[src/rtl/lr2x_pkg.sv]
// shared types and constants for the lr2 crossover filter
// no dependencies; used by lr2x_ctrl, lr2x_mac and lr2_crossover_filter
package lr2x_pkg;

	localparam int FRAC_BITS_DEF    = 30;
	localparam int SAMPLE_WIDTH_DEF = 32;
	localparam int COEF_W           = 30;
	localparam int FIELD_W          = 32;

	typedef enum logic [2:0] {
		ST_IDLE,
		ST_S1_FF,
		ST_S1_FB,
		ST_S1_ACC,
		ST_S2_FB,
		ST_S2_FF,
		ST_S2_ACC,
		ST_DONE
	} seq_state_t;

	typedef struct packed {
		logic idle;
		logic mul_fb;
		logic sec2;
		logic acc_init;
		logic acc_fin;
		logic sum2_load;
		logic done;
	} seq_ctl_t;

endpackage

[src/rtl/lr2x_ctrl.sv]
// step sequencer for the crossover filter
// depends on lr2x_pkg (seq_state_t, seq_ctl_t)
module lr2x_ctrl (
	input  logic                 clk,
	input  logic                 arst_n,
	input  logic                 in_valid,
	input  logic                 out_free,
	output lr2x_pkg::seq_ctl_t   ctl
);

	lr2x_pkg::seq_state_t state_q;
	lr2x_pkg::seq_state_t state_d;

	always_ff @(posedge clk or negedge arst_n) begin
		if (!arst_n) begin
			state_q <= lr2x_pkg::ST_IDLE;
		end else begin
			state_q <= state_d;
		end
	end

	always_comb begin
		state_d       = state_q;
		ctl           = '0;
		unique case (state_q)
			lr2x_pkg::ST_IDLE: begin
				ctl.idle = 1'b1;
				if (in_valid) begin
					state_d = lr2x_pkg::ST_S1_FF;
				end
			end
			lr2x_pkg::ST_S1_FF: begin
				state_d = lr2x_pkg::ST_S1_FB;
			end
			lr2x_pkg::ST_S1_FB: begin
				ctl.mul_fb   = 1'b1;
				ctl.acc_init = 1'b1;
				state_d      = lr2x_pkg::ST_S1_ACC;
			end
			lr2x_pkg::ST_S1_ACC: begin
				ctl.acc_fin = 1'b1;
				state_d     = lr2x_pkg::ST_S2_FB;
			end
			lr2x_pkg::ST_S2_FB: begin
				ctl.mul_fb    = 1'b1;
				ctl.sec2      = 1'b1;
				ctl.sum2_load = 1'b1;
				state_d       = lr2x_pkg::ST_S2_FF;
			end
			lr2x_pkg::ST_S2_FF: begin
				ctl.sec2     = 1'b1;
				ctl.acc_init = 1'b1;
				state_d      = lr2x_pkg::ST_S2_ACC;
			end
			lr2x_pkg::ST_S2_ACC: begin
				ctl.sec2    = 1'b1;
				ctl.acc_fin = 1'b1;
				state_d     = lr2x_pkg::ST_DONE;
			end
			lr2x_pkg::ST_DONE: begin
				// wait here until the output register can take the beat
				if (out_free) begin
					ctl.done = 1'b1;
					state_d  = lr2x_pkg::ST_IDLE;
				end
			end
			default: begin
				state_d = lr2x_pkg::ST_IDLE;
			end
		endcase
	end

endmodule

[config.mk]
export PLATFORM = sky130hd
export DESIGN_NAME = lr2x_ctrl
export DESIGN_NICKNAME = d
export VERILOG_FILES = /design/src/rtl/lr2x_pkg.sv /design/src/rtl/lr2x_ctrl.sv
export SDC_FILE = /design/constraint.sdc
export NUM_CORES = 1
export LEC_CHECK = 0
export ABC_AREA = 1
export CAP_MARGIN = 20
export CORE_AREA = 2 2 39 41
export DETAILED_ROUTE_END_ITERATION = 8
export DIE_AREA = 0 0 41 43
export DONT_BUFFER_PORTS = 1
export GPL_ROUTABILITY_DRIVEN = 1
export PLACE_DENSITY = 0.32
export SETUP_SLACK_MARGIN = 0.1
export SLEW_MARGIN = 30
export SYNTH_ARGS = -nofsm -noshare
export SYNTH_HDL_FRONTEND = slang
export SYNTH_SLANG_ARGS = --single-unit
[constraint.sdc]
create_clock -name clk -period 2.2 [get_ports clk]
set_clock_uncertainty 0.2 [all_clocks]
set_input_delay 0.11 -clock clk [delete_from_list [all_inputs] [get_ports clk]]
set_output_delay 0.11 -clock clk [all_outputs]
set_load 0.005 [all_outputs]
==> flow_metrics.py <==
metrics = {
    "run_status": {
        "status": "complete, no violations",
    },
    "pwr": {
        "p_clk_share_pct": 18.0,
        "p_int_uw": 270,
        "power_uw": 518,
        "power_density_nw_per_um2": 1410,
        "p_sw_share_pct": 47.9,
        "p_switching_uw": 248,
        "ir_worst_vdd_v": 0.000480,
        "p_seq_share_pct": 24.6,
        "leakagePower_uw": 0.000232,
        "p_comb_share_pct": 57.4,
    },
    "logic_synthesis": {
        "syn_area_um2": 290,
        "yosys.area.top_type": "dfrtp_1",
        "syn-num-nets": 52,
        "ys_warn_count": 0,
        "yosysSeqAreaShare_pct": 25.9,
        "syn_inst": 44,
        "synth.distinct_cells": 11,
        "synth-seq-cells": 3,
        "synthTopCellsByArea": "dfrtp_1 (26%), nand2_1 (19%), ha_1 (17%)",
        "yosysTopAreaCellShare_pct": 25.9,
        "synth.avg_cell_area_um2": 6.60,
    },
    "setup_path": {
        "path_max_fanout": 4,
        "rr_worst_depth": 8,
        "reg2reg_from": "state_q[0]",
        "critical_path.slowest_cell": "dfrtp_1",
        "critPathKind": "flop to primary output",
        "r2r_end": "state_q[0]",
        "cpPeakStageDelay_ns": 0.40,
        "start_kind": "flop",
        "r2r_slack_ns": 0.79,
        "cp_data_arrival_time_ns": 1.14,
        "cp_cell_sequence": "inv_1 -> ha_1 -> nand2_2 -> nand3_1",
        "required_ns": 1.89,
        "cp-end-kind": "primary output",
    },
    "route": {
        "detail-route-antenna-nets": 0,
        "drc_errors": 0,
        "initialDrtViolationCount": 5,
        "wirelength_um": 572,
        "wire_per_inst_um": 8.54,
        "first_pass_iters": 4,
        "vias": 264,
        "routed_via_density": 3.94,
    },
    "placement": {
        "gp_congestion": 0.694,
        "placed_cell_area_um2": 310,
        "io_buffers": 0,
        "hpwl_um": 486,
        "pre_cts_ws_ns": 0.777,
    },
    "finish": {
        "syn2layout_area_growth_pct": 26.3,
        "fin_nets": 60,
        "regMostFlops": "state_q",
        "top_regs": "state_q (3)",
        "n_antenna_cell": 0,
        "drive_gt1_share_pct": 25.5,
        "n_fill_cell": 150,
        "regArea_um2": 75.1,
        "final_area_um2": 367,
        "largest_register_ffs": 3,
        "multi_input_area_um2": 178,
    },
    "global_routing": {
        "antenna_found_initial": 0,
        "grtUsageMet3_pct": 1.57,
        "grt_pass1_wl_um": 1000,
        "grt_use_met2_pct": 12.5,
        "overflow": 0,
        "gr-max-usage-layer": "met2",
        "grt_max_degree": 8,
        "grt_pass1_vias": 269,
        "grt_use_met1_pct": 10.4,
        "grt_usage_pct": 8.75,
    },
    "floorplanning": {
        "die_area_um2": 1760,
        "die_w_um": 41,
        "core_um2": 1380,
        "rows": 14,
        "io_pins": 11,
        "start_util_pct": 21.0,
        "die_h_um": 43,
    },
    "worst_hold_path": {
        "min_delay_path_depth": 4,
        "hold_class": "input pin to flop",
        "holdPathEnd": "state_q[2]",
        "hold_path_startpoint": "out_free",
    },
    "clocking": {
        "cts_tree": "built",
        "post_cts_buffers": 0,
        "clk_pin_slew_ns": 0.03,
        "cts_buffer_depth": 2,
        "cts.sinks": 3,
        "h-tree-depth": 1,
        "numCtsBuffers": 3,
        "hold_buffers": 3,
        "cts_resized": 0,
        "clkLatencyLatePin_ns": 0.23,
        "root_buffer": "clkbuf_4",
    },
    "sta": {
        "setup_tns_ns": 0,
        "min_period_over_period_pct": 65.9,
        "min_period_ns": 1.45,
        "timing.fmax_mhz": 690,
        "setup_slack_ns": 0.750,
        "worst_pin_slew_ns": 0.252,
        "hold_viol": 0,
        "setup_viol": 0,
        "drv_slew": 0,
        "slew_headroom_pct": 83.2,
        "rsz0062_at_grt": "false",
    },
    "job": {
        "drv_cap": 0,
    },
}
-- cells in the mapped netlist --
library cell,n
dfrtp_1,3
ha_1,4
inv_1,6
inv_2,4
nand2_1,15
nand2_2,3
nand3_1,2
nand3_2,1
nor2_1,4
o21bai_2,1
or2_2,1
-- power by group through the flow --
stage / clock, uW / combinational, uW / sequential [uW]
finish: 93.2 / 297 / 127
global placement: 0 / 302 / 125
global route: 105 / 349 / 135
detailed placement: 0 / 300 / 129
floorplan: 0 / 246 / 119
CTS: 98.3 / 306 / 128
-- metrics by stage --
stage | hold slack (ns) | util, % | cells
after CTS | 0.0165 | 26.5 | 67
after global placement | -0.386 | 22.4 | 60
after global routing | 0.0562 | 26.5 | 67
after floorplan | -0.386 | - | 44
final | 0.0221 | 26.5 | 67
after detailed placement | -0.386 | 22.4 | 60
-- placed cells by master, fill, tap and decap left out --
cell type and n:
clkbuf_1 1, dlygate4sd3_1 3, dfrtp_1 3, inv_1 6, ha_1 4, nand2_1 15, or2_2 1, nor2_1 4
o21bai_2 1, nand3_2 1, nand2_2 3, inv_2 4, clkbuf_4 3, nand3_1 2
-- area by class of cell --
cell class | count | share of cell area [%]
Inverter | 10 | 10.2
Clock buffer | 4 | 7.17
Multi-Input combinational cell | 31 | 48.5
Timing Repair Buffer | 3 | 8.19
Tap cell | 16 | 5.46
Sequential cell | 3 | 20.5
-- cells by family after synthesis --
kind of cell	after synthesis	share of synthesized area [%]
AO/OA/AOI/OAI	1	3.88
buffers and inverters	10	12.9
adder cells (fa/ha/maj)	4	17.2
AND/OR/NAND/NOR	26	40.1
flip-flops	3	25.9
-- layer usage --
| layer | vias up | part of all wire, % | wire length (um) |
|---|---|---|---|
| met4 | 0 | 0 | 0 |
| li1 | 142 | - | - |
| met5 | - | 0 | 0 |
| met2 | 7 | 46 | 262 |
| met1 | 115 | 48 | 274 |
| met3 | 0 | 5.9 | 34 |
-- worst max-delay path by stage --
stage               startpoint  depth (start not counted)         end
global placement    state_q[0]                          8  state_q[0]
detailed placement  state_q[0]                          8  state_q[0]
finish              state_q[0]                          4      ctl[4]
global route        state_q[1]                          4      ctl[5]
CTS                 state_q[0]                          4      ctl[4]
floorplan           state_q[0]                          8  state_q[0]
-- worst max-delay path: cells and delay by family, from the launching register on --
family	cells	cell delay, ns
fa+ha+maj	1	0.22
buf+inv	1	0.09
flops	1	0.40
simple gates	2	0.20
(Power assumes the default switching activity.)
